### config.mk
export PLATFORM = sky130hd
export DESIGN_NAME = dqsr_queue
export DESIGN_NICKNAME = d
export VERILOG_FILES = /design/src/design/dqsr_pkg.sv /design/src/design/dqsr_queue.sv
export SDC_FILE = /design/constraint.sdc
export NUM_CORES = 1
export LEC_CHECK = 0
export ABC_AREA = 0
export BUFFER_PORTS_ARGS = -buffer_cell sky130_fd_sc_hd__buf_2
export CORE_MARGIN = 5
export CORE_UTILIZATION = 45
export CTS_BUF_LIST = sky130_fd_sc_hd__clkbuf_8
export DETAILED_ROUTE_END_ITERATION = 10
export GPL_TIMING_DRIVEN = 0
export HOLD_SLACK_MARGIN = 0.1
export PLACE_DENSITY = 0.65
export SLEW_MARGIN = 10
export SYNTH_ARGS = -nofsm -noshare
export SYNTH_HDL_FRONTEND = slang
export SYNTH_SLANG_ARGS = --single-unit
### constraint.sdc
create_clock -name clk -period 2.1 [get_ports clk]
set_input_delay 0.21 -clock clk [delete_from_list [all_inputs] [get_ports clk]]
set_output_delay 0.21 -clock clk [all_outputs]
set_load 0.01 [all_outputs]
### src/design/dqsr_pkg.sv
// ----------------------------------------------------------------------------
// dqsr_pkg
// Shared types and constants of the DQPSK symbol clock recovery block.
// ----------------------------------------------------------------------------
package dqsr_pkg;

	localparam int SAMPLE_W    = 16;
	localparam int NOMINAL_W   = 16;
	localparam int GAIN_W      = 12;
	localparam int CFG_DATA_W  = 16;
	localparam int CFG_INDEX_W = 2;
	localparam int QUEUE_DEPTH = 4;

	localparam logic [NOMINAL_W-1:0] NOMINAL_RESET = 16'd4096;

	typedef enum logic [1:0] {
		SYM_POS_I = 2'd0,
		SYM_POS_Q = 2'd1,
		SYM_NEG_Q = 2'd2,
		SYM_NEG_I = 2'd3
	} sym_t;

	typedef enum logic [CFG_INDEX_W-1:0] {
		CFG_NOMINAL = 2'd0,
		CFG_PGAIN   = 2'd1,
		CFG_IGAIN   = 2'd2
	} cfg_idx_t;

	typedef struct packed {
		logic        [NOMINAL_W-1:0] nominal;
		logic signed [GAIN_W-1:0]    pgain;
		logic signed [GAIN_W-1:0]    igain;
	} cfg_t;

	typedef struct packed {
		logic valid;
		sym_t sym;
	} sym_beat_t;

endpackage

### src/design/dqsr_queue.sv
// ----------------------------------------------------------------------------
// dqsr_queue
// Short symbol queue between the detector and the timing loop.
// ----------------------------------------------------------------------------
module dqsr_queue
	import dqsr_pkg::*;
(
	input  logic      clk,
	input  logic      arst_n,
	input  sym_beat_t push,
	output logic      full,
	output sym_beat_t head,
	input  logic      pop
);

	localparam int PTR_W = $clog2(QUEUE_DEPTH);
	localparam int CNT_W = $clog2(QUEUE_DEPTH + 1);

	sym_t             buf_q [QUEUE_DEPTH];
	logic [PTR_W-1:0] wr_q, rd_q;
	logic [CNT_W-1:0] cnt_q;
	logic             do_pop;

	assign full       = cnt_q == CNT_W'(QUEUE_DEPTH);
	assign head.valid = cnt_q != '0;
	assign head.sym   = buf_q[rd_q];
	assign do_pop     = pop && head.valid;

	always_ff @(posedge clk or negedge arst_n) begin
		if (!arst_n) begin
			wr_q  <= '0;
			rd_q  <= '0;
			cnt_q <= '0;
		end else begin
			if (push.valid) begin
				wr_q <= wr_q + PTR_W'(1);
			end
			if (do_pop) begin
				rd_q <= rd_q + PTR_W'(1);
			end
			case ({push.valid, do_pop})
				2'b10:   cnt_q <= cnt_q + CNT_W'(1);
				2'b01:   cnt_q <= cnt_q - CNT_W'(1);
				default: cnt_q <= cnt_q;
			endcase
		end
	end

	always_ff @(posedge clk) begin
		if (push.valid) begin
			buf_q[wr_q] <= push.sym;
		end
	end

endmodule

==> flow_metrics.py <==
metrics = {
    "floorplanning": {
        "fp.dieW_microns": 49.4,
        "die_y_microns": 49.4,
        "rows": 14,
        "core_area_sq_um": 1490,
        "ioPinCount": 10,
        "dieArea_sq_um": 2440,
        "start_util_pct": 46.9,
    },
    "detailed_routing": {
        "drt-initial-drc-count": 1,
        "via_per_inst": 4.82,
        "drc_errors": 0,
        "num_vias": 371,
        "routed_wl_microns": 995,
        "dr.pass1.iters": 2,
        "ant_nets": 0,
        "wl_per_cell_microns": 12.9,
    },
    "finish": {
        "drive_gt1_share_pct": 21.3,
        "mostFrequentLayoutCells": "buf_2, edfxtp_1, dfrtp_1",
        "layout_commonest_cell": "buf_2",
        "antenna_cells": 0,
        "layout.nets": 74,
        "syn_to_final_growth_pct": 17.4,
        "num-fill-cells": 129,
    },
    "logic_synthesis": {
        "yosys_warnings": 0,
        "synth_nets": 59,
        "synth.area.top_cells": "edfxtp_1, dfrtp_1, ha_1",
        "synth.yosys.seq_area_share_pct": 59.5,
        "yosys.area.top_type": "edfxtp_1",
        "syn_avg_cell_area_sq_um": 14.9,
        "syn_inst": 47,
        "synth_area_sq_um": 698,
        "synth_seq_cells": 15,
        "synth_cell_type_count": 16,
        "yosys.area.top_type_share_pct": 34.4,
    },
    "cts": {
        "cts_tree": "yes",
        "cts_resized": 0,
        "clock-root-buffer": "clkbuf_8",
        "clk_pin_slew_ns": 0.06,
        "h-tree-depth": 1,
        "clock_latency_ns": 0.24,
        "cts.path.max_buffers": 2,
        "postCtsSetupBuffers": 0,
        "clkSinkCount": 15,
        "cts_buffers": 3,
    },
    "power_and_ir_drop": {
        "clock_power_share_pct": 20.9,
        "internal_power_uw": 726,
        "sequentialPowerShare_pct": 46.5,
        "vdd_drop_max_v": 0.000710,
        "leakage_nw": 0.372,
        "switchingPower_uw": 339,
        "power_frac_comb_pct": 32.7,
        "p_sw_share_pct": 31.8,
        "power_density_nw_per_um2": 1300,
    },
    "global_routing": {
        "grt_max_degree": 10,
        "grt_pass1_vias": 383,
        "antenna_found_initial": 0,
        "grt-ovfl-total": 0,
        "gr-usage-all-layers_pct": 8.89,
        "grt_pass1_wl_microns": 1700,
    },
    "worst_setup_path": {
        "crit_type": "flip-flop to flip-flop",
        "slowest_stage": "dfrtp_1",
        "critPathMaxFanout": 4,
        "path_cells": "o31a_1 > ha_1 > inv_1 > fa_1 > xor2_1 > nor2_1 > xor2_1",
        "crit_path_max_incr_delay_ns": 0.39,
        "cp.required_ns": 2.26,
        "end_kind": "flip-flop",
        "start_kind": "flip-flop",
        "crit_arrival_ns": 1.91,
        "crit_top_cell": "xor2_1",
    },
    "placement": {
        "place_congestion": 0.684,
        "place_ws_ns": 0.340,
        "io_buffers": 9,
        "hpwlAfterDp_microns": 806,
    },
    "sta": {
        "fin_ws_ns": 0.357,
        "tns_ns": 0,
        "drv_slew": 0,
        "holdWs_ns": 0.194,
        "hold_viol_final": 0,
        "tightestPinTransition_ns": 0.176,
        "fmaxAchievable_mhz": 574,
        "fin_crit_ns": 1.74,
        "skew_ns": 0.00181,
        "finalSetupViolCount": 0,
        "final.period_utilization_pct": 83.0,
        "rsz0062_at_grt": "false",
        "slew_headroom_pct": 88.3,
    },
    "hold_path": {
        "hold_class": "input port to flip-flop",
    },
    "status": {
        "outcome": "complete, no violations",
    },
    "run": {
        "maxCapViolations": 0,
    },
}
sequential cells by signal, summed over array words and instances (netlist names):
name	cells
buf_q	8
cnt_q	3
rd_q	2
wr_q	2
cell families after synthesis:
logic type / synth area share (%)
flip-flops: 59.5
AND/OR/NAND/NOR: 6.99
XOR/XNOR: 7.53
buffers and inverters: 3.23
adder cells (fa/ha/maj): 11.8
multiplexers: 8.96
AO/OA/AOI/OAI: 1.97
per-stage QoR:
stage	power, mW	area (sq um)	instances	util, %
after global routing	1.15	820	77	55.0
final	1.07	820	77	55.0
after global placement	0.842	763	72	51.3
after floorplan	0.747	698	47	-
after detailed placement	0.860	763	72	51.3
after CTS	1.09	820	77	55.0
layout make-up:
cell class                 count  area [sq um]  area share (%)
clock buffer                   3          41.3            5.04
clock inverter                 1          5.00           0.611
inverter                       6          22.5            2.75
multi-input combinational     26           260            31.8
sequential                    15           415            50.7
tap                           16          20.0            2.44
timing repair buffer          10          55.1            6.72
power groups by stage:
stage | Combinational [mW] | Clock (mW) | Sequential, mW
after floorplan | 0.265 | 0 | 0.482
after global placement | 0.341 | 0 | 0.501
after detailed placement | 0.355 | 0 | 0.505
after CTS | 0.356 | 0.233 | 0.500
after global routing | 0.392 | 0.248 | 0.510
final | 0.348 | 0.222 | 0.495
what timing repair did:
| action | CTS | global route |
|---|---|---|
| endpoints found under the setup margin | 0 | 0 |
| hold buffers | 1 | 0 |
| hold endpoints to repair | 7 | 0 |
critical path, delay by kind of cell, from the launching register on:
kind	cells	cell delay (ns)
AO/OA/AOI/OAI	1	0.22
buffers and inverters	1	0.06
AND/OR/NAND/NOR	1	0.11
adder cells (fa/ha/maj)	2	0.59
flip-flops	1	0.39
XOR/XNOR	2	0.30
routing by layer:
layer / wire length (microns) / track usage (%) / up-vias
met2: 499 / 14.8 / 5
met1: 443 / 11.4 / 176
met3: 43 / 2.14 / 2
li1: - / - / 188
met5: 0 / 0 / -
met4: 8 / 2.62 / 0
synthesized netlist by cell type (all sizes together):
cell type,instances
and2,4
or3,1
and3,1
mux4,2
fa,1
dfrtp,7
xnor2,2
xor2,4
nand2,2
edfxtp,8
inv,6
o31a,1
o21ai,1
mux2i,1
ha,5
nor2,1
final timing paths:
kind | startpoint | end | slack [ns] | cells past startpoint
min in group asynchronous | arst_n | cnt_q[2]$_DFFE_PN0P_ | 0.33 | 2
max | cnt_q[0]$_DFFE_PN0P_ | cnt_q[2]$_DFFE_PN0P_ | 0.36 | 7
min reg2reg | rd_q[1]$_DFFE_PN0P_ | rd_q[1]$_DFFE_PN0P_ | 0.51 | 1
max reg2reg | cnt_q[0]$_DFFE_PN0P_ | cnt_q[2]$_DFFE_PN0P_ | 0.36 | 7
max in group asynchronous | arst_n | rd_q[0]$_DFFE_PN0P_ | 1.61 | 2
min | push[0] | buf_q[0][0]$_DFFE_PP_ | 0.19 | 1
(Power assumes the default switching activity.)
