### src/design/dqsr_pkg.sv
// ----------------------------------------------------------------------------
// dqsr_pkg
// Shared types and constants of the DQPSK symbol clock recovery block.
// ----------------------------------------------------------------------------
package dqsr_pkg;

	localparam int SAMPLE_W    = 16;
	localparam int NOMINAL_W   = 16;
	localparam int GAIN_W      = 12;
	localparam int CFG_DATA_W  = 16;
	localparam int CFG_INDEX_W = 2;
	localparam int QUEUE_DEPTH = 4;

	localparam logic [NOMINAL_W-1:0] NOMINAL_RESET = 16'd4096;

	typedef enum logic [1:0] {
		SYM_POS_I = 2'd0,
		SYM_POS_Q = 2'd1,
		SYM_NEG_Q = 2'd2,
		SYM_NEG_I = 2'd3
	} sym_t;

	typedef enum logic [CFG_INDEX_W-1:0] {
		CFG_NOMINAL = 2'd0,
		CFG_PGAIN   = 2'd1,
		CFG_IGAIN   = 2'd2
	} cfg_idx_t;

	typedef struct packed {
		logic        [NOMINAL_W-1:0] nominal;
		logic signed [GAIN_W-1:0]    pgain;
		logic signed [GAIN_W-1:0]    igain;
	} cfg_t;

	typedef struct packed {
		logic valid;
		sym_t sym;
	} sym_beat_t;

endpackage

### src/design/dqsr_back.sv
// ----------------------------------------------------------------------------
// dqsr_back
// Symbol clock loop: phase accumulator, toggle tracking and PI loop filter.
// ----------------------------------------------------------------------------
module dqsr_back
	import dqsr_pkg::*;
#(
	parameter int COUNTER_BITS   = 16,
	parameter int ERROR_SUM_BITS = 16
) (
	input  logic      clk,
	input  logic      arst_n,
	input  cfg_t      cfg,
	input  sym_beat_t head,
	output logic      pop,
	output logic      out_valid,
	input  logic      out_ready,
	output sym_t      symbol
);

	localparam int CB    = COUNTER_BITS;
	localparam int ESB   = ERROR_SUM_BITS;
	localparam int ERR_W = CB + 1;
	localparam int ACC_W = (ESB > ERR_W) ? ESB : ERR_W;
	localparam int PP_W  = ERR_W + GAIN_W;
	localparam int PI_W  = ESB + GAIN_W;
	localparam int MX_W  = (PP_W > PI_W) ? PP_W : PI_W;
	localparam int SX_W  = ((MX_W > 32) ? MX_W : 32) + 1;

	localparam logic signed [ERR_W-1:0] HALF   = ERR_W'(1) << (CB - 1);
	localparam logic signed [SX_W-1:0]  SAT_HI = SX_W'(64'sd2147483647);
	localparam logic signed [SX_W-1:0]  SAT_LO = SX_W'(-64'sd2147483648);

	typedef enum logic [1:0] {
		ST_RUN,
		ST_MUL,
		ST_SUM
	} state_t;

	state_t                  state_q;
	sym_t                    last_q;
	logic [CB-1:0]           phase_q;
	logic [CB-1:0]           tphase_q;
	logic [1:0]              tcount_q;
	logic signed [ESB-1:0]   integ_q;
	logic signed [ERR_W-1:0] err_q;
	logic [CB-1:0]           corr_q;
	logic                    out_valid_q;
	sym_t                    symbol_q;

	logic signed [PP_W-1:0] prod_p_q;
	logic signed [PI_W-1:0] prod_i_q;

	logic                    toggle;
	logic [CB-1:0]           tphase_n;
	logic [1:0]              tcount_n;
	logic [CB-1:0]           phase_n;
	logic                    wrap;
	logic signed [ERR_W-1:0] err;
	logic signed [ACC_W-1:0] integ_sum;
	logic signed [SX_W-1:0]  corr_sum;
	logic [CB-1:0]           corr_sat;

	assign pop = (state_q == ST_RUN) && head.valid && (!out_valid_q || out_ready);

	assign toggle   = head.sym != last_q;
	assign tphase_n = toggle ? phase_q : tphase_q;
	assign tcount_n = (toggle && tcount_q != 2'd2) ? tcount_q + 2'd1 : tcount_q;
	assign phase_n  = phase_q + CB'(cfg.nominal) + corr_q;
	assign wrap     = phase_n < phase_q;
	assign err      = (tcount_n == 2'd1) ? HALF - $signed({1'b0, tphase_n}) : '0;
	assign integ_sum = ACC_W'(integ_q) + ACC_W'(err);

	assign corr_sum = SX_W'(prod_p_q) + SX_W'(prod_i_q);

	always_comb begin
		if (corr_sum > SAT_HI) begin
			corr_sat = '1;
		end else if (corr_sum < SAT_LO) begin
			corr_sat = '0;
		end else begin
			corr_sat = corr_sum[CB-1:0];
		end
	end

	always_ff @(posedge clk or negedge arst_n) begin
		if (!arst_n) begin
			state_q     <= ST_RUN;
			last_q      <= SYM_POS_I;
			phase_q     <= '0;
			tphase_q    <= '0;
			tcount_q    <= '0;
			integ_q     <= '0;
			err_q       <= '0;
			corr_q      <= '0;
			out_valid_q <= 1'b0;
			symbol_q    <= SYM_POS_I;
		end else begin
			if (pop && wrap) begin
				out_valid_q <= 1'b1;
				symbol_q    <= head.sym;
			end else if (out_ready) begin
				out_valid_q <= 1'b0;
			end
			case (state_q)
				ST_RUN: begin
					if (pop) begin
						last_q   <= head.sym;
						phase_q  <= phase_n;
						tphase_q <= tphase_n;
						corr_q   <= '0;
						if (wrap) begin
							tcount_q <= '0;
							err_q    <= err;
							integ_q  <= integ_sum[ESB-1:0];
							state_q  <= ST_MUL;
						end else begin
							tcount_q <= tcount_n;
						end
					end
				end
				ST_MUL: begin
					state_q <= ST_SUM;
				end
				ST_SUM: begin
					corr_q  <= corr_sat;
					state_q <= ST_RUN;
				end
				default: begin
					state_q <= ST_RUN;
				end
			endcase
		end
	end

	always_ff @(posedge clk) begin
		if (state_q == ST_MUL) begin
			prod_p_q <= err_q * cfg.pgain;
			prod_i_q <= integ_q * cfg.igain;
		end
	end

	assign out_valid = out_valid_q;
	assign symbol    = symbol_q;

endmodule

### config.mk
export PLATFORM = sky130hd
export DESIGN_NAME = dqsr_back
export DESIGN_NICKNAME = d
export VERILOG_FILES = /design/src/design/dqsr_pkg.sv /design/src/design/dqsr_back.sv
export SDC_FILE = /design/constraint.sdc
export NUM_CORES = 1
export LEC_CHECK = 0
export BUFFER_PORTS_ARGS = -buffer_cell sky130_fd_sc_hd__buf_2
export CORE_ASPECT_RATIO = 1.4
export CORE_MARGIN = 1
export CORE_UTILIZATION = 35
export DETAILED_ROUTE_END_ITERATION = 16
export PLACE_DENSITY = 0.48
export SLEW_MARGIN = 10
export SYNTH_ARGS = -nofsm -noshare
export SYNTH_HDL_FRONTEND = slang
export SYNTH_SLANG_ARGS = --single-unit
### constraint.sdc
create_clock -name clk -period 6.45 [get_ports clk]
set_input_delay 0.645 -clock clk [delete_from_list [all_inputs] [get_ports clk]]
set_output_delay 0.645 -clock clk [all_outputs]
set_load 0.01 [all_outputs]
==> flow_summary.toml <==
[outcome]
status = "finished clean"

[place]
portBuffers = 49
place_hpwl_um = 31000
place_congestion = 0.855

[clock_tree]
post_cts_buffers = 0
ctsResizeCount = 0
cts_sinks = 121
cts_root_buf = "clkbuf_16"
clk_pin_slew_ns = 0.06
cts_max_level = 4
cts_hold_buffers = 0
clk_latency_ns = 0.42
clk_path_buf_depth = 2
cts_buffers = 17
cts_tree = "yes"

[setup_path]
slowest_delay_ns = 0.56
end_kind = "register"
cp_data_arrival_time_ns = 5.63
worstPathRequired_ns = 6.75
criticalPathCategory = "reg2reg"
critPathSlowestCell = "inv_1"
path_cells = "fa_1 -> ha_1 -> fa_1 -> a21oi_1 -> o22ai_1 -> o21a_1 -> o21a_1 -> o21a_1 -> o21ai_0 -> a21boi_0 -> ha_1 -> and2_1 -> a221oi_1 -> o211ai_1 -> a21oi_1 -> nand2_1 -> inv_1 -> mux2_2"
worst_path_most_repeated_cell = "o21a_1"
startpoint_type = "register"
cp_max_fo = 18

[synthesis]
synth_flop_cell = "dfrtp_1"
ys_ff_latch = 121
synth.net_count = 2014
yosys.cell_types.count = 62
ys_warn_count = 0
netlist_instances = 1645
synth_edf_count = 32
syn_avg_cell_area_um2 = 9.06
netlist_area_um2 = 14900
seq_area_frac_synth = 0.214
async_flop_share = 0.736

[sta]
skew_ns = 0.0111
slew_headroom = 0.343
finalSetupViolCount = 0
fin_crit_sh = 0.827
layout_min_cycle_time_ns = 5.33
tightest_slew_ns = 0.985
slew_violations = 0
hold_violations = 0
finalSetupTns_ns = 0
max_freq_ghz = 0.188
rsz0062_at_grt = "false"

[detailed_routing]
drcViolationCount = 0
vias_per_cell = 4.91
vias = 10900
first_pass_iters = 5
wl_per_cell_um = 17.2
drt_iter0_drc = 607
finalWirelength_um = 38300
route.antenna.remaining_nets = 0

[cells_and_area]
nets = 2035
drive_gt1_frac = 0.0768
final_cell_mix = "inv_1, nand2_1, fa_1, ha_1, dfrtp_1"
final_common_cell = "inv_1"
syn2layout_area_growth_pct = 9.56
n_antenna_cell = 0
fin_util = 0.388

[die]
start_util = 0.354
dieArea_um2 = 43400
rows = 89
pin_count = 50
core_area_um2 = 42100
die_w_um = 176
die_h_um = 246

[global_route]
grt_most_used_layer = "met2"
grt_pass1_wl_um = 61900
grt_util_met2 = 0.350
grt_pass1_vias = 11400
grt_max_degree = 71
grt-ovfl-total = 0
use_met1 = 0.219
grt_use_met3 = 0.0207
grtUsageTotal = 0.187
antenna_found_initial = 0

[run]
max_cap_violations = 0

[hold_path]
hp-class = "in2async"
cell families after synthesis:
logic type	count (synthesis)	synth area share
and+or+nand+nor	498	0.157
buffers and inverters	332	0.0841
adders and majority gates	323	0.361
AOI/OAI and AO/OA	231	0.0966
DFF	121	0.214
xor gates and xnor gates	113	0.0675
muxes	27	0.0202
state kept, by name (all words and copies together), names as in the netlist:
signal	cells
corr_q	16
err_q	16
integ_q	16
phase_q	16
prod_i_q	16
prod_p_q	16
tphase_q	16
last_q	2
state_q	2
symbol	2
tcount_q	2
out_valid	1
layout make-up:
| type | count | area, um2 |
|---|---|---|
| clock inverters | 7 | 138 |
| fillers | 4326 | 25800 |
| flip-flops and latches | 121 | 3190 |
| repair buffers | 62 | 345 |
| multi-input cells | 1192 | 10500 |
| inverters | 272 | 1020 |
| well taps | 546 | 683 |
| clock buffers | 25 | 487 |
path summary, 6_finish.rpt:
check / from / slack, ns / endpoint / cells after the start
max in group asynchronous: arst_n / 5.07 / err_q[2] / 2
min in group clk: tphase_q[7] / 0.48 / tphase_q[7] / 2
worst min-delay path: arst_n / 0.1 / corr_q[12] / 1
worst min register to register: tphase_q[7] / 0.48 / tphase_q[7] / 2
worst max-delay path: phase_q[1] / 1.12 / err_q[3] / 18
worst max register to register: phase_q[1] / 1.12 / err_q[3] / 18
worst max-delay path: cells and delay by family (launching register included):
kind / cells / cell delay, ns
buffers and inverters: 1 / 0.56
DFF: 1 / 0.45
adders and majority gates: 4 / 1.48
and+or+nand+nor: 2 / 0.29
muxes: 1 / 0.41
AOI/OAI and AO/OA: 10 / 2.01
synthesized netlist by cell type, types with 11 or more instances:
| cell type | instances | share of area |
|---|---|---|
| a21oi_1 | 52 | 0.017 |
| xor2_1 | 35 | 0.021 |
| fa_1 | 178 | 0.24 |
| a211oi_1 | 11 | 0.0055 |
| and2_1 | 81 | 0.034 |
| nand3_1 | 28 | 0.0094 |
| dfrtp_1 | 89 | 0.15 |
| nor3_1 | 12 | 0.0040 |
| ha_1 | 145 | 0.12 |
| nor2_1 | 60 | 0.015 |
| mux2_2 | 24 | 0.018 |
| xnor2_1 | 76 | 0.045 |
| inv_1 | 271 | 0.068 |
| nand2_1 | 253 | 0.064 |
| edfxtp_1 | 32 | 0.065 |
| a21o_1 | 21 | 0.011 |
| clkbuf_1 | 53 | 0.013 |
| o21ai_0 | 82 | 0.028 |
per-layer routing:
metal	vias up	wire length (um)
met1	5440	16000
met5	-	0
met4	0	874
met3	37	793
li1	5305	-
met2	144	20600
through the flow:
step | hold slack [ns] | cells | setup WS, ns | cell area [um2]
5_1_grt | 0.100 | 2225 | 0.737 | 16300
6_report | 0.0993 | 2225 | 1.12 | 16300
3_3_place_gp | 0.469 | 2193 | 0.859 | 15700
3_5_place_dp | 0.471 | 2193 | 0.784 | 15700
4_1_cts | 0.0896 | 2225 | 1.08 | 16300
2_1_floorplan | 0.349 | 1645 | 1.42 | 14900
Power is left out: the tool's default activity adds up to more than one toggle a clock period on the data nets, which glitch-free logic cannot reach.
