File: config.mk
export PLATFORM = sky130hd
export DESIGN_NAME = dqsr_front
export DESIGN_NICKNAME = d
export VERILOG_FILES = /design/src/design/dqsr_pkg.sv /design/src/design/dqsr_front.sv
export SDC_FILE = /design/constraint.sdc
export NUM_CORES = 2
export LEC_CHECK = 0
export BUFFER_PORTS_ARGS = -buffer_cell sky130_fd_sc_hd__buf_4
export CORE_MARGIN = 2
export CORE_UTILIZATION = 46
export DETAILED_ROUTE_END_ITERATION = 10
export HOLD_SLACK_MARGIN = 0.15
export PLACE_DENSITY_LB_ADDON = 0.1
export SLEW_MARGIN = 20
export SYNTH_ARGS = -nofsm -noshare
export SYNTH_HDL_FRONTEND = slang
export SYNTH_SLANG_ARGS = --single-unit
File: constraint.sdc
create_clock -name clk -period 22.4 [get_ports clk]
set_clock_uncertainty 0.15 [all_clocks]
set_input_delay 5.6 -clock clk [delete_from_list [all_inputs] [get_ports clk]]
set_output_delay 5.6 -clock clk [all_outputs]
set_load 0.01 [all_outputs]
File: src/design/dqsr_pkg.sv
// ----------------------------------------------------------------------------
// dqsr_pkg
// Shared types and constants of the DQPSK symbol clock recovery block.
// ----------------------------------------------------------------------------
package dqsr_pkg;

	localparam int SAMPLE_W    = 16;
	localparam int NOMINAL_W   = 16;
	localparam int GAIN_W      = 12;
	localparam int CFG_DATA_W  = 16;
	localparam int CFG_INDEX_W = 2;
	localparam int QUEUE_DEPTH = 4;

	localparam logic [NOMINAL_W-1:0] NOMINAL_RESET = 16'd4096;

	typedef enum logic [1:0] {
		SYM_POS_I = 2'd0,
		SYM_POS_Q = 2'd1,
		SYM_NEG_Q = 2'd2,
		SYM_NEG_I = 2'd3
	} sym_t;

	typedef enum logic [CFG_INDEX_W-1:0] {
		CFG_NOMINAL = 2'd0,
		CFG_PGAIN   = 2'd1,
		CFG_IGAIN   = 2'd2
	} cfg_idx_t;

	typedef struct packed {
		logic        [NOMINAL_W-1:0] nominal;
		logic signed [GAIN_W-1:0]    pgain;
		logic signed [GAIN_W-1:0]    igain;
	} cfg_t;

	typedef struct packed {
		logic valid;
		sym_t sym;
	} sym_beat_t;

endpackage

File: src/design/dqsr_front.sv
// ----------------------------------------------------------------------------
// dqsr_front
// Differential detector: delay line, conjugate product and quadrant decision.
// ----------------------------------------------------------------------------
module dqsr_front
	import dqsr_pkg::*;
#(
	parameter int DELAY = 32
) (
	input  logic                       clk,
	input  logic                       arst_n,
	input  logic                       in_valid,
	output logic                       in_ready,
	input  logic signed [SAMPLE_W-1:0] sample_i,
	input  logic signed [SAMPLE_W-1:0] sample_q,
	output sym_beat_t                  push,
	input  logic                       full
);

	localparam int PTR_W  = (DELAY > 1) ? $clog2(DELAY) : 1;
	localparam int PROD_W = 2 * SAMPLE_W;
	localparam int SUM_W  = PROD_W + 1;

	logic [2*SAMPLE_W-1:0] mem [DELAY];
	logic [PTR_W-1:0]      ptr_q;
	logic                  filled_q;
	logic                  en;
	logic                  take;

	logic                       v_s1, v_s2, v_s3, v_s4;
	logic signed [SAMPLE_W-1:0] si_s1, sq_s1;
	logic [2*SAMPLE_W-1:0]      rd_s1;
	logic                       dz_s1;
	logic signed [SAMPLE_W-1:0] di, dq;
	logic signed [PROD_W-1:0]   pii_s2, pqq_s2, pqi_s2, piq_s2;
	logic signed [SUM_W-1:0]    re_s3, im_s3;
	logic [SUM_W-1:0]           mre_s4, mim_s4;
	logic                       nre_s4, nim_s4;
	sym_t                       sym;

	assign en       = !v_s4 || !full;
	assign in_ready = en;
	assign take     = in_valid && en;

	always_ff @(posedge clk or negedge arst_n) begin
		if (!arst_n) begin
			ptr_q    <= '0;
			filled_q <= 1'b0;
			v_s1     <= 1'b0;
			v_s2     <= 1'b0;
			v_s3     <= 1'b0;
			v_s4     <= 1'b0;
		end else if (en) begin
			v_s1 <= take;
			v_s2 <= v_s1;
			v_s3 <= v_s2;
			v_s4 <= v_s3;
			if (take) begin
				if (ptr_q == PTR_W'(DELAY - 1)) begin
					ptr_q    <= '0;
					filled_q <= 1'b1;
				end else begin
					ptr_q <= ptr_q + PTR_W'(1);
				end
			end
		end
	end

	always_ff @(posedge clk) begin
		if (take) begin
			rd_s1      <= mem[ptr_q];
			mem[ptr_q] <= {sample_i, sample_q};
			si_s1      <= sample_i;
			sq_s1      <= sample_q;
			dz_s1      <= !filled_q;
		end
	end

	assign di = dz_s1 ? '0 : $signed(rd_s1[2*SAMPLE_W-1:SAMPLE_W]);
	assign dq = dz_s1 ? '0 : $signed(rd_s1[SAMPLE_W-1:0]);

	always_ff @(posedge clk) begin
		if (en) begin
			pii_s2 <= si_s1 * di;
			pqq_s2 <= sq_s1 * dq;
			pqi_s2 <= sq_s1 * di;
			piq_s2 <= si_s1 * dq;
			re_s3  <= SUM_W'(pii_s2) + SUM_W'(pqq_s2);
			im_s3  <= SUM_W'(pqi_s2) - SUM_W'(piq_s2);
			nre_s4 <= re_s3[SUM_W-1];
			nim_s4 <= im_s3[SUM_W-1];
			mre_s4 <= re_s3[SUM_W-1] ? SUM_W'(-re_s3) : SUM_W'(re_s3);
			mim_s4 <= im_s3[SUM_W-1] ? SUM_W'(-im_s3) : SUM_W'(im_s3);
		end
	end

	always_comb begin
		if (mre_s4 >= mim_s4) begin
			sym = nre_s4 ? SYM_NEG_I : SYM_POS_I;
		end else begin
			sym = nim_s4 ? SYM_NEG_Q : SYM_POS_Q;
		end
	end

	assign push.valid = v_s4 && !full;
	assign push.sym   = sym;

endmodule

==> reports/summary.md <==
The repair_antennas step left the layout with diodes totalling 0. The tools report the worst setup path startpoint as full. The register area share after synthesis came out at 0.4388. The post-layout minimum cycle time came out at 12.01 ns. Initial antenna violation count: 7. The HPWL reported at the end of detailed placement was 163.6 mm. TritonCTS built the clock tree.

In this run the remaining antenna-violating nets after routing total 0. The floorplan step defined a core boundary enclosing 201500 um^2. For the net count of the mapped netlist, the log shows 8605.

The critical path ends at in_ready. The total number of nets in the final design is 8617, and the ratio of final minimum period to clock period is 0.5360. The total number of clock tree sinks is 1361.

The area growth from synthesis to layout is 9.796%. Entering global routing, the biggest net connects 146 pins. The die height is 453.7 um, and the detailed-route wire length per cell is 23.61 um.

The routed design has 233.6 mm of wire. Max-cap violations in this run came to 0. Routability-driven placement finished with a final weighted congestion of 0.8502. The headroom to the max-slew limit came out at 0.2660. Once the clock tree was built, the setup fixing pass inserted 0 buffers.

Input and output buffers added on the ports amount to 39. Ranked by total cell area, the synthesized netlist is headed by sky130_fd_sc_hd__edfxtp_1 44%, sky130_fd_sc_hd__fa_1 23%, sky130_fd_sc_hd__mux4_2 6.2%. The worst setup path is captured at an output port. The average cell area after synthesis is 13.13 um^2. The first-pass GRT wire length is 360.2 mm, and the highest attainable clock frequency is 83.30 MHz.

The area share of the largest cell type after synthesis was 0.4361; the register bit count reported by yosys was 1361. The synthesized instance count was 7087. The layout cell share with drive strength beyond 1 works out to 0.1041.

The H-tree was split into 4 levels. Adding up every negative setup slack in the final design gives 0 ns. Leaving out fill and tap cells, the most frequent cell in the layout is sky130_fd_sc_hd__edfxtp_1. sky130_fd_sc_hd__edfxtp_1 takes more of the synthesized area than any other cell. Setup repair after global routing left no endpoint under its margin.

The total track usage was 0.2343. Dividing the detail-routed via count by the number of cells gives 5.405. Type of element launching the critical path: an input port. The class of the most critical setup path is in -> out. For the initial standard-cell utilization of the core, the log shows 0.4617. Total I/O pin count: 40. The tree is rooted in a sky130_fd_sc_hd__clkbuf_16. The count of unique library cells instantiated by Yosys came out at 80. The max-slew violation total from the final report is 0, and the post-detailed-route DRC marker count is 0. For this design, the CTS-stage hold fixing added 0 buffers. At the pin with the least slew margin, the transition time is 1.098 ns.

Highest fanout seen on the critical path: 17. The library cells used most frequently in the layout, excluding fill and tap cells, are 1351 x sky130_fd_sc_hd__edfxtp_1, 1252 x sky130_fd_sc_hd__inv_1, 1050 x sky130_fd_sc_hd__fa_1, 592 x sky130_fd_sc_hd__nand2_1, 487 x sky130_fd_sc_hd__and2_1. The tools report the start of the worst register-to-register path as dz_s1. The critical path arrival was 6.26 ns; the number of vias in the routed layout was 53470. The violation count after the first detailed-route iteration came out at 4041.

Flip-flop cell with the highest count after synthesis: sky130_fd_sc_hd__edfxtp_1. For this run, the number of Yosys warnings is 0. The run gives 8 as the number of iterations in the first detailed-routing pass. The depth of the worst register-to-register path was 26; the number of global-route vias before repair was 58040. The width of the chip is 453.7 um. The endpoint of the worst register-to-register path was pqq_s2[29]. The clock reaches the later pin of the worst-skew pair after 0.81 ns.

The number of placement rows came out at 165. Setup violations remaining at the end of the flow were counted as 0. STA puts the critical path data required time at 16.65 ns. The clock slew at the register clock pins of the worst setup and hold paths works out to 0.05 ns.

The floorplan step defined a die boundary enclosing 205900 um^2. The mapped cell area is 93030 um^2, and the async set or reset register ratio after synthesis is 0.007348. After clock tree synthesis, the repair step resized 0 gates.

Buffers inserted during clock tree synthesis total 151. Maximum number of buffers from clock root to sink: 3. The run gives 0 as the number of hold violations in the final report. The run finished with clean final reports. In this run the register-to-register setup slack is 14.39 ns. The min-delay analysis places its worst path in the category reg -> reg. The count of flip-flops with a built-in enable after synthesis is 1351, and the total overflow reported by the global router is 0.
per-stage QoR:
step / setup WS [ns] / area (um^2) / hold WS [ns] / util / std cells
2_1_floorplan: 5.434 / 93030 / 0.2616 / - / 7087
3_3_place_gp: 10.35 / 96730 / 0.2744 / 0.4801 / 9604
3_5_place_dp: 10.38 / 96890 / 0.2857 / 0.4809 / 9611
4_1_cts: 10.38 / 102000 / 0.2991 / 0.5062 / 9886
5_1_grt: 10.36 / 102100 / 0.3130 / 0.5069 / 9893
6_report: 10.39 / 102100 / 0.2907 / 0.5069 / 9893
worst max-delay path, stage by stage:
cell                      delay [ns]
sky130_fd_sc_hd__buf_4          0.13
sky130_fd_sc_hd__nand2_4        0.31
sky130_fd_sc_hd__buf_4          0.20
layer usage:
metal / share of wire / GRT usage / up-vias
met1: 0.42 / 0.3068 / 28230
met4: 0.021 / 0.05243 / 0
met3: 0.047 / 0.03106 / 282
met2: 0.51 / 0.4153 / 1238
li1: - / - / 23720
met5: 0 / 0 / -
Yosys cell counts (all sizes together), types with 3 or more instances:
library cell	n
and2	488
nand3b	9
xor2	58
o31a	8
nor4	8
o21ai	110
o31ai	23
and4	4
a2111oi	4
a31o	4
nor2	184
a21oi	140
a31oi	8
o41ai	13
nor2b	52
ha	432
o21a	35
nor3b	6
a22oi	130
mux4	256
a211oi	12
o211ai	8
nand2	594
and3b	3
or3	19
nand2b	29
inv	1254
nand4	44
clkbuf	266
a21boi	5
xnor2	198
and3	10
buf	29
a21o	59
dfrtp	10
edfxtp	1351
nor3	37
or4	8
fa	1050
a211o	5
o221ai	3
or2	27
o21bai	16
nand3	43
logic make-up after synthesis:
group,synth area share
AND/OR/NAND/NOR,0.08468
buffers and inverters,0.06250
adder cells (fa/ha/maj),0.2841
flip-flops,0.4388
AO/OA/AOI/OAI,0.04368
multiplexers,0.06222
XOR/XNOR,0.02410
state kept, by name (all words and copies together), names as in the netlist, 5 cells and up:
name	flops
mem	1024
im_s3	33
mim_s4	33
mre_s4	33
re_s3	33
pii_s2	32
piq_s2	32
pqi_s2	32
pqq_s2	32
rd_s1	32
si_s1	16
sq_s1	16
ptr_q	5
final cells by class:
type | instances | area [um^2]
Timing Repair Buffer | 154 | 1399
Inverter | 1254 | 4708
Sequential cell | 1361 | 40830
Tap cell | 2672 | 3343
Clock inverter | 96 | 1200
Clock buffer | 179 | 3905
Fill cell | 17410 | 99350
Multi-Input combinational cell | 4177 | 46760
worst min-delay path by stage:
stage                     cells after the start  startpoint  endpoint
final                                         2    filled_q  filled_q
after global routing                          2    filled_q  filled_q
after CTS                                     2    filled_q  filled_q
after detailed placement                      2    filled_q  filled_q
after global placement                        2    filled_q  filled_q
after floorplan                               2    filled_q  filled_q
Power is left out: the tool's default activity adds up to more than one toggle a clock period on the data nets, which glitch-free logic cannot reach.
